===== config.mk =====
export PLATFORM = sky130hd
export DESIGN_NAME = ir_motion_direction_detector_top
export DESIGN_NICKNAME = d
export VERILOG_FILES = /design/src/design/imdd_pkg.sv /design/src/design/imdd_lane.sv /design/src/design/imdd_merge.sv /design/src/design/ir_motion_direction_detector_top.sv
export SDC_FILE = /design/constraint.sdc
export NUM_CORES = 2
export LEC_CHECK = 0
export BUFFER_PORTS_ARGS = -buffer_cell sky130_fd_sc_hd__buf_2
export CORE_MARGIN = 4
export CORE_UTILIZATION = 31
export DETAILED_ROUTE_END_ITERATION = 10
export GPL_TIMING_DRIVEN = 0
export SLEW_MARGIN = 10
export SYNTH_ARGS = -nofsm -noshare
export SYNTH_HDL_FRONTEND = slang
export SYNTH_SLANG_ARGS = --single-unit

===== constraint.sdc =====
create_clock -name clk -period 12.4 [get_ports clk]
set_input_delay 1.24 -clock clk [delete_from_list [all_inputs] [get_ports clk]]
set_output_delay 1.24 -clock clk [all_outputs]
set_load 0.01 [all_outputs]

===== src/design/imdd_pkg.sv =====
package imdd_pkg;

  localparam int SAMPLE_W = 16;
  localparam int DIFF_W   = SAMPLE_W + 1;
  localparam int FRAC_W   = 16;
  localparam int AVG_W    = DIFF_W + FRAC_W;
  localparam int WEIGHT_W = 16;
  localparam int THR_W    = 16;
  localparam int TIME_W   = 32;
  localparam int CODE_W   = 4;
  localparam int CFG_IDX_W  = 3;
  localparam int CFG_DATA_W = 32;

  localparam logic [WEIGHT_W-1:0] WEIGHT_RESET   = 16'd3277;
  localparam logic [THR_W-1:0]    THRESHOLD_RESET = 16'd11;
  localparam logic [TIME_W-1:0]   INTERVAL_RESET  = 32'd100;

  // per-axis direction codes
  localparam logic [1:0] CODE_RISE = 2'd1;
  localparam logic [1:0] CODE_FALL = 2'd2;

  typedef enum logic [CFG_IDX_W-1:0] {
    REG_WEIGHT_13 = 3'd0,
    REG_WEIGHT_24 = 3'd1,
    REG_MOVE_THR  = 3'd2,
    REG_CHECK_INT = 3'd3
  } cfg_reg_t;

  typedef struct packed {
    logic rise;
    logic fall;
  } imdd_dir_t;

  typedef struct packed {
    logic valid;
    logic read;
    logic check;
  } imdd_stage_t;

endpackage


===== src/design/imdd_lane.sv =====
module imdd_lane import imdd_pkg::*; (
  input  logic                     clk,
  input  logic                     rst,
  input  logic                     upd,
  input  logic signed [DIFF_W-1:0] diff,
  input  logic [WEIGHT_W-1:0]      weight,
  input  logic                     chk,
  input  logic [THR_W-1:0]         thr,
  output imdd_dir_t                dir
);

  localparam int ERR_W  = AVG_W + 1;
  localparam int PROD_W = ERR_W + WEIGHT_W + 1;
  localparam int STEP_W = PROD_W - FRAC_W;

  logic signed [AVG_W-1:0]  avg;
  logic signed [AVG_W-1:0]  mark;
  logic signed [AVG_W-1:0]  avg_next;
  logic signed [AVG_W-1:0]  target;
  logic signed [ERR_W-1:0]  err;
  logic signed [PROD_W-1:0] prod;
  logic signed [PROD_W-1:0] prod_rnd;
  logic signed [STEP_W-1:0] step;
  logic signed [STEP_W-1:0] sum;
  logic signed [ERR_W-1:0]  delta;
  logic signed [ERR_W-1:0]  thr_q;

  assign target   = {diff, {FRAC_W{1'b0}}};
  assign err      = {target[AVG_W-1], target} - {avg[AVG_W-1], avg};
  assign prod     = $signed({1'b0, weight}) * err;
  // round half up, then floor by arithmetic shift
  assign prod_rnd = prod + $signed(PROD_W'(1) <<< (FRAC_W - 1));
  assign step     = prod_rnd[PROD_W-1:FRAC_W];
  assign sum      = {{(STEP_W-AVG_W){avg[AVG_W-1]}}, avg} + step;
  assign avg_next = sum[AVG_W-1:0];

  assign delta = {avg[AVG_W-1], avg} - {mark[AVG_W-1], mark};
  assign thr_q = $signed({{(ERR_W-THR_W-FRAC_W){1'b0}}, thr, {FRAC_W{1'b0}}});

  assign dir.rise = delta > thr_q;
  assign dir.fall = delta < -thr_q;

  always_ff @(posedge clk) begin
    if (rst) begin
      avg  <= '0;
      mark <= '0;
    end else begin
      if (upd) avg <= avg_next;
      // avg here already holds the value after the checked sample
      if (chk) mark <= avg;
    end
  end

endmodule


===== src/design/imdd_merge.sv =====
module imdd_merge import imdd_pkg::*; (
  input  logic              clk,
  input  logic              rst,
  input  imdd_stage_t       stage,
  input  imdd_dir_t         dir13,
  input  imdd_dir_t         dir24,
  input  logic              out_ready,
  output logic              out_valid,
  output logic [CODE_W-1:0] out_code,
  output logic              stall
);

  logic [CODE_W-1:0] sticky;
  logic [CODE_W-1:0] sticky_next;
  logic              go;

  assign stall = stage.valid & stage.read & out_valid & ~out_ready;
  assign go    = stage.valid & stage.read & ~stall;

  always_comb begin
    sticky_next = sticky;
    if (stage.valid & stage.check) begin
      if (dir13.rise)      sticky_next[1:0] = CODE_RISE;
      else if (dir13.fall) sticky_next[1:0] = CODE_FALL;
      if (dir24.rise)      sticky_next[3:2] = CODE_RISE;
      else if (dir24.fall) sticky_next[3:2] = CODE_FALL;
    end
    if (go) sticky_next = '0;
  end

  always_ff @(posedge clk) begin
    if (rst) begin
      sticky    <= '0;
      out_valid <= 1'b0;
    end else begin
      sticky <= sticky_next;
      if (go) begin
        out_valid <= 1'b1;
      end else if (out_ready) begin
        out_valid <= 1'b0;
      end
    end
  end

  always_ff @(posedge clk) begin
    if (go) out_code <= sticky;
  end

endmodule


===== src/design/ir_motion_direction_detector_top.sv =====
// IR motion direction detector.
// Input stream s_*: one beat is either a sample (tuser = 0) carrying four
// signed IR channels and a millisecond timestamp, or a read request
// (tuser = 1). Samples produce no output; each read produces one beat on
// m_* with the sticky movement code, which is cleared by the read.
// cfg_*: register writes (0 weight 1-3, 1 weight 2-4, 2 threshold,
// 3 check interval), always ready; write only while the block is idle.
// Throughput: one input beat per cycle while s_tready is high. Each axis lane
// updates its average in the accept cycle with one 17x34 multiply in its
// feedback loop; the direction check and the read run in the next cycle in
// the merge stage, and a read's result goes through the stage register and
// the output register to m_*. If m_tready is low, the output register holds
// the result and samples keep flowing; s_tready drops only when a second
// read reaches the merge stage while the first result still waits.
// Reset clears averages, marks, last check time, sticky code and loads the
// register defaults; no output is pending after reset.
module ir_motion_direction_detector_top import imdd_pkg::*; (
  input  logic                  clk,
  input  logic                  rst,
  input  logic                  s_tvalid,
  output logic                  s_tready,
  // ir_one[15:0], ir_two[31:16], ir_three[47:32], ir_four[63:48], now_ms[95:64]
  input  logic [95:0]           s_tdata,
  // kind[0]
  input  logic                  s_tuser,
  output logic                  m_tvalid,
  input  logic                  m_tready,
  // movement_code[3:0], zero pad[7:4]
  output logic [7:0]            m_tdata,
  input  logic                  cfg_valid,
  output logic                  cfg_ready,
  input  logic [CFG_IDX_W-1:0]  cfg_index,
  input  logic [CFG_DATA_W-1:0] cfg_data
);

  logic [WEIGHT_W-1:0] weight_axis13;
  logic [WEIGHT_W-1:0] weight_axis24;
  logic [THR_W-1:0]    move_threshold;
  logic [TIME_W-1:0]   check_interval_ms;
  logic [TIME_W-1:0]   last_check_ms;

  logic signed [SAMPLE_W-1:0] ir_one, ir_two, ir_three, ir_four;
  logic [TIME_W-1:0]          now_ms;
  logic [TIME_W-1:0]          elapsed;
  logic signed [DIFF_W-1:0]   diff13, diff24;
  logic                       accept, sample, check;
  logic                       stall;
  imdd_stage_t                stage;
  imdd_dir_t                  dir13, dir24;
  logic [CODE_W-1:0]          code;

  assign ir_one   = s_tdata[15:0];
  assign ir_two   = s_tdata[31:16];
  assign ir_three = s_tdata[47:32];
  assign ir_four  = s_tdata[63:48];
  assign now_ms   = s_tdata[95:64];

  assign s_tready  = ~stall;
  assign cfg_ready = 1'b1;
  assign accept    = s_tvalid & s_tready;
  assign sample    = accept & ~s_tuser;
  assign elapsed   = now_ms - last_check_ms;
  assign check     = sample & (elapsed > check_interval_ms);

  assign diff13 = DIFF_W'(ir_one) - DIFF_W'(ir_three);
  assign diff24 = DIFF_W'(ir_two) - DIFF_W'(ir_four);

  always_ff @(posedge clk) begin
    if (rst) begin
      weight_axis13     <= WEIGHT_RESET;
      weight_axis24     <= WEIGHT_RESET;
      move_threshold    <= THRESHOLD_RESET;
      check_interval_ms <= INTERVAL_RESET;
    end else if (cfg_valid & cfg_ready) begin
      case (cfg_reg_t'(cfg_index))
        REG_WEIGHT_13: weight_axis13     <= cfg_data[WEIGHT_W-1:0];
        REG_WEIGHT_24: weight_axis24     <= cfg_data[WEIGHT_W-1:0];
        REG_MOVE_THR:  move_threshold    <= cfg_data[THR_W-1:0];
        REG_CHECK_INT: check_interval_ms <= cfg_data[TIME_W-1:0];
        default: ;
      endcase
    end
  end

  always_ff @(posedge clk) begin
    if (rst) begin
      last_check_ms <= '0;
      stage         <= '0;
    end else begin
      if (check) last_check_ms <= now_ms;
      // only a read can stall here, so a check is never repeated
      if (!stall) begin
        stage.valid <= accept;
        stage.read  <= accept & s_tuser;
        stage.check <= check;
      end
    end
  end

  imdd_lane u_lane13 (
    .clk    (clk),
    .rst    (rst),
    .upd    (sample),
    .diff   (diff13),
    .weight (weight_axis13),
    .chk    (stage.valid & stage.check),
    .thr    (move_threshold),
    .dir    (dir13)
  );

  imdd_lane u_lane24 (
    .clk    (clk),
    .rst    (rst),
    .upd    (sample),
    .diff   (diff24),
    .weight (weight_axis24),
    .chk    (stage.valid & stage.check),
    .thr    (move_threshold),
    .dir    (dir24)
  );

  imdd_merge u_merge (
    .clk       (clk),
    .rst       (rst),
    .stage     (stage),
    .dir13     (dir13),
    .dir24     (dir24),
    .out_ready (m_tready),
    .out_valid (m_tvalid),
    .out_code  (code),
    .stall     (stall)
  );

  assign m_tdata = {{(8-CODE_W){1'b0}}, code};

`ifndef SYNTHESIS
  a_stall_cause: assert property (@(posedge clk) disable iff (rst)
    !s_tready |-> (stage.valid && stage.read && m_tvalid && !m_tready))
    else $error("input stalled without a blocked read");

  a_read_result: assert property (@(posedge clk) disable iff (rst)
    (stage.valid && stage.read && !stall) |=> m_tvalid)
    else $error("read left merge stage without a result");

  a_check_sample: assert property (@(posedge clk) disable iff (rst)
    (stage.valid && stage.check) |-> !stage.read)
    else $error("check flagged on a read beat");

  a_check_time: assert property (@(posedge clk) disable iff (rst)
    check |=> (last_check_ms == $past(now_ms)))
    else $error("last check time not updated");
`endif

endmodule

# == After elaboration in Yosys (flattened, before gate mapping) ==
# Cells that the tools add are included.
# word_totals
reg_bits,256
wordCells,67
# op_classes
add_sub_neg,12
mul,2
n_lt_le_gt_ge,5
eq_ne,3
n_mux,6
n_bitwise,12
n_reduce_logical,11
# ops
op,n
$sub A33 B33 Y34,4
$add A49 B17 Y49 const B,2
$mul A17 B34 Y49,2
$gt A34 B33 Y1,2
$lt A34 B34 Y1,2
$add A33 B33 Y33,2
$neg A32 Y34,1
$sub A16 B16 Y17,2
$gt A32 B32 Y1,1
$sub A32 B32 Y32,1
$reduce_and A2 Y1,6
$and A1 B1 Y1,9
$mux W2,4
$eq A3 B2 Y1 const B,2
$reduce_bool A2 Y1,3
$eq A3 B1 Y1 const B,1
$logic_not A3 Y1,1
$not A1 Y1,3
$mux W1,2
$reduce_or A2 Y1,1

# == Depth between registers and ports, before layout ==
# depth
ltp_word,7
ltp_mapped,57

# == By module ==
# From an unflattened synthesis, not the netlist that was laid out.
# hier_totals
hier_cells,7261
hier_area_um2,61356.3
# by_module_without_submodules
module,n_inst,cells_per_inst,area_each_um2,seq_area_each_um2
imdd_lane (u_lane13),1,3078,26346.5,1321.3
imdd_lane (u_lane24),1,3035,26142.6,1321.3
ir_motion_direction_detector_top,1,1120,8501.9,2302.2
imdd_merge,1,28,365.4,220.2

# == Worst setup path after synthesis ==
# No wires, ideal clock.
# synth_timing
path_kind,input port to flip-flop
from,in s_tdata[16]
to,reg u_lane24.avg[32]
setup_ps,70
t_arrival_ps,12262
t_required_ps,12330
path_slack_ps,67
stages,56
cell_sequence,inv_1 > ha_1 > fa_1 > nor2b_1 > o21ai_0 > a21boi_0 > o21ai_0 > a21boi_0 > o21ai_0 > a21boi_0 > nor2_1 > ha_1 > and3_1 > and3_1 > and3_1 > a211oi_1 > a21oi_1 > o21ai_0 > (+20 left out) > nand2b_1 > nor3_1 > o31ai_1 > o311ai_1 > a21oi_1 > a31oi_1 > ha_1 > a21o_1 > a21oi_1 > nor2b_1 > o21ai_0 > nand2_1 > a31oi_1 > a211o_1 > xnor3_1 > o31a_1 > or4_1 > a21oi_1
# synth_between
elab_chain_len,5
# synth_lines
element,line,source
"start, declared",ir_motion_direction_detector_top.sv:23,"input logic [95:0] s_tdata,"
$sub A16 B16 Y17,ir_motion_direction_detector_top.sv:66,assign diff24 = DIFF_W'(ir_two) - DIFF_W'(ir_four);
$sub A33 B33 Y34,imdd_lane.sv:29,"assign err = {target[AVG_W-1], target} - {avg[AVG_W-1], avg};"
$mul A17 B34 Y49,imdd_lane.sv:30,"assign prod = $signed({1'b0, weight}) * err;"
$add A49 B17 Y49,imdd_lane.sv:32,assign prod_rnd = prod + $signed(PROD_W'(1) <<< (FRAC_W - 1));
$add A33 B33 Y33,imdd_lane.sv:34,"assign sum = {{(STEP_W-AVG_W){avg[AVG_W-1]}}, avg} + step;"
"end signal, assigned",imdd_lane.sv:48,if (upd) avg <= avg_next;
"end, declared",imdd_lane.sv:16,logic signed [AVG_W-1:0] avg;
# Every way passes these cells.
# A chain may end at the register's enable or synchronous reset.

# == Worst setup path after layout ==
# Same ends and word-level chain as after synthesis.

==> impl_results.md <==
* Status: completed
* Initial drt markers at around 3300
* Yosys warning count at 0
* Met2 wire length at a little under 90000 microns
* Highest cell delay on the worst timing path at 540 ps
* Post-synthesis compound-gate area fraction at 10.5%
* Reg clk slew, reported paths at around 60 ps
* IO Port Bufs at between 100 and 150
* Vias at roughly 50000
* Largest net degree at the start of global routing at 17
* Share of cells above drive strength 1 at 7.18%
* Area of the mapped netlist at about 0.06 sq mm
* Routed wire length on met3 at between 10000 and 15000 microns
* Tmin final at approximately 12000 ps
* CP Max Fanout at 10
* Core Util, Final at between 30% and 40%
* Die Y-Extent at roughly 450 microns
* Die X at about 450 microns
* Initial Util at between 30% and 40%
* Drt pass-1 iters at 6
* FP Rows at 161
* Worst path most repeated cell: fa_1
* Global-route usage over all layers at 18.7%
* H-Tree Level Count at 1
* Mux share of post-synthesis cell area at 0.706%
* Hpwl dp at between 150000 and 200000 microns
* Number of synthesized flops with an enable pin at 4
* Simple logic cell fraction of the synthesized area at between 15 and 20%
* Critical path endpoint category: flip-flop
* First-pass GRT wire length at between 200000 and 300000 microns
* Die ar. at ~0.2 sq mm
* Sink Count at ~260
* Top FF cell, synth: dfxtp_1
* Antenna Violating Nets Remaining at 0
* Final hold violations at 0
* Worst-Skew Late Latency at between 500 and 600 ps
* Kind of critical path: input pin to flip-flop
* Syn-to-layout area delta at 11.7%
* Clock skew at ~12 ps
* Syn Inst Count at around 7300
* #FFs+latches synth at 256
* Met1 WL at around 80000 microns
* GRT overflow at 0
* CTS tree: done
* Tcrit/Tclk final at between 90% and 100%
* Startpoint type of the worst setup path: input pin
* Tightest Pin Transition at 1420 ps
* Clock Path Buffers at 3
* CTS Buf Count at 30
* Critical path's slowest cell: fa_1
* Min-Delay Path Class: flip-flop to flip-flop
* Cts hold-fix bufs at 0
* CP arrival at ~13000 ps
* Slew headroom at 5.52%
* FMAX at about 80 MHz
* Initial antenna violation count at 24
* Worst-case hold slack at roughly 440 ps
* Nets at between 9000 and 10000
* Core footprint at between 0.15 and 0.2 sq mm
* DRC Markers at 0
* Sequential fraction of the synthesis area at 8.59%
* Avg Synthesized Cell Area at 8.25 sq um
* Final setup violation count at 0
* Xor and xnor area share after synthesis at 4.30%
* Root buf cell: clkbuf_16
* WL final at ~190000 microns
* Dpl cells at ~10000
* Synth Area in Adders at between 40% and 50%
* Vias in the first global route at just over 50000
* Setup TNS at 0 ps
* Cell variety after synth at 84
* Unrepaired setup endpoints after global routing: true
* Finished Layout Cells at 10100
* FFs w/ async S/R, synth at 0%
* # IOs at 148
* Critical Path RT at about 13000 ps
* Fin. max-slew vios at 0
* Via density at 4.92
* Top Layer Used: met4
* Main combinational cell family by area after synthesis: adder cells
* Max-Cap Viols at 0
* Placer Congestion at between 0.9 and 1
* Routed wire per std cell at 18.8 microns
* Fillers at approximately 20000
cell families (layout without fill, tap and decap cells):
kind of cell / count (synthesis) / after routing
AOI/OAI and AO/OA: 1011 / 1011
xor gates and xnor gates: 293 / 293
adders and majority gates: 1629 / 1629
buffers and inverters: 1759 / 2016
DFF: 256 / 256
muxes: 42 / 42
other: 2 / 17
and+or+nand+nor: 2296 / 2296
synth_stat cells (7+ instances only):
| master | count | area, sq um |
|---|---|---|
| inv_1 | 1472 | 5530 |
| nand2_1 | 1038 | 3900 |
| fa_1 | 1005 | 20100 |
| ha_1 | 624 | 7810 |
| and2_1 | 581 | 3630 |
| a21oi_1 | 410 | 2050 |
| clkbuf_1 | 266 | 998 |
| nor2_1 | 258 | 968 |
| dfxtp_1 | 252 | 5040 |
| xnor2_1 | 214 | 1870 |
| o21ai_0 | 147 | 736 |
| a21o_1 | 134 | 1010 |
| nand3_1 | 78 | 390 |
| xor2_1 | 77 | 674 |
| nor3_1 | 76 | 380 |
| nand2b_1 | 44 | 275 |
| o21a_1 | 43 | 323 |
| nor2b_1 | 42 | 263 |
| nand4_1 | 41 | 257 |
| mux2i_1 | 39 | 390 |
| a31oi_1 | 35 | 219 |
| a211oi_1 | 33 | 248 |
| o21bai_1 | 32 | 240 |
| and3_1 | 31 | 194 |
| or3_1 | 25 | 156 |
| o211ai_1 | 24 | 180 |
| nor4_1 | 20 | 125 |
| a21boi_0 | 19 | 143 |
| o31ai_1 | 14 | 105 |
| nand3b_1 | 11 | 82.6 |
| or2_2 | 11 | 68.8 |
| nor3b_1 | 10 | 75.1 |
| o22ai_1 | 9 | 56.3 |
| a2111oi_0 | 8 | 70.1 |
| a211o_1 | 8 | 70.1 |
| a22o_1 | 8 | 70.1 |
| buf_1 | 8 | 30.0 |
| o31a_1 | 8 | 70.1 |
| buf_2 | 7 | 35.0 |
| o2111ai_1 | 7 | 61.3 |
registers in the layout, indices dropped and copies added, names as in the netlist:
register	count
u_lane13.mark	33
u_lane24.mark	33
u_lane24.avg	33
u_merge.out_valid	1
weight_axis13	16
u_merge.sticky	4
stage	3
check_interval_ms	32
last_check_ms	32
u_merge.out_code	4
weight_axis24	16
move_threshold	16
u_lane13.avg	33
cell usage in the layout (no fill, tap or decap), drive strengths merged, types with 43 or more instances in the layout:
cell type and count:
nand2 1039, nor3 76, o21a 43, nand2b 44
inv 1472, nand3 78, a21o 134, ha 624
a21oi 410, xor2 77, buf 241, dfxtp 252
o21ai 151, fa 1005, xnor2 215, and2 581
clkbuf 294, nor2 258
cell type report:
class,count,area (sq um),share of cell area (%)
multi-input cells,5276,49800,74.2
flip-flops and latches,256,5160,7.69
plain buffers,277,1200,1.79
inverters,1472,5530,8.23
well taps,2526,3160,4.71
clock inverters,9,88.8,0.132
repair buffers,214,1260,1.88
diodes,12,30.0,0.0447
clock buffers,44,883,1.32
what timing repair did:
item | CTS | global route
endpoints found under the setup margin | 29 | 19
gates resized for setup | 164 | 230
cloned | 0 | 1
pin swaps | 39 | 100
buffers inserted | 28 | 45
final timing paths:
check	start	depth (start not counted)	to	slack, ps
max	s_tdata[16]	53	u_lane24.avg[32]	190
min	u_merge.sticky[2]	0	u_merge.out_code[2]	440
max reg2reg	u_lane24.avg[0]	43	u_lane24.avg[32]	440
min reg2reg	u_merge.sticky[2]	0	u_merge.out_code[2]	440
metal layers:
metal	vias up	global-route usage, %
li1	23100	-
met1	24700	24.7
met2	1478	31.3
met3	305	2.15
met4	0	7.47
met5	-	0
critical path: cells and delay by family:
family,cells,cell delay [ps]
compound gates,22,3650
xor+xnor,2,320
fa+ha+maj,11,4490
buf+inv,7,910
simple gates,11,2060
stage by stage:
step	setup slack [ps]	instance area (sq um)
floorplan	67.2	60100
global placement	-3010	64000
detailed placement	-3080	64000
CTS	-16.0	65900
global route	-225	67100
finish	191	67100
Power is left out: the tool's default activity adds up to more than one toggle a clock period on the data nets, which glitch-free logic cannot reach.
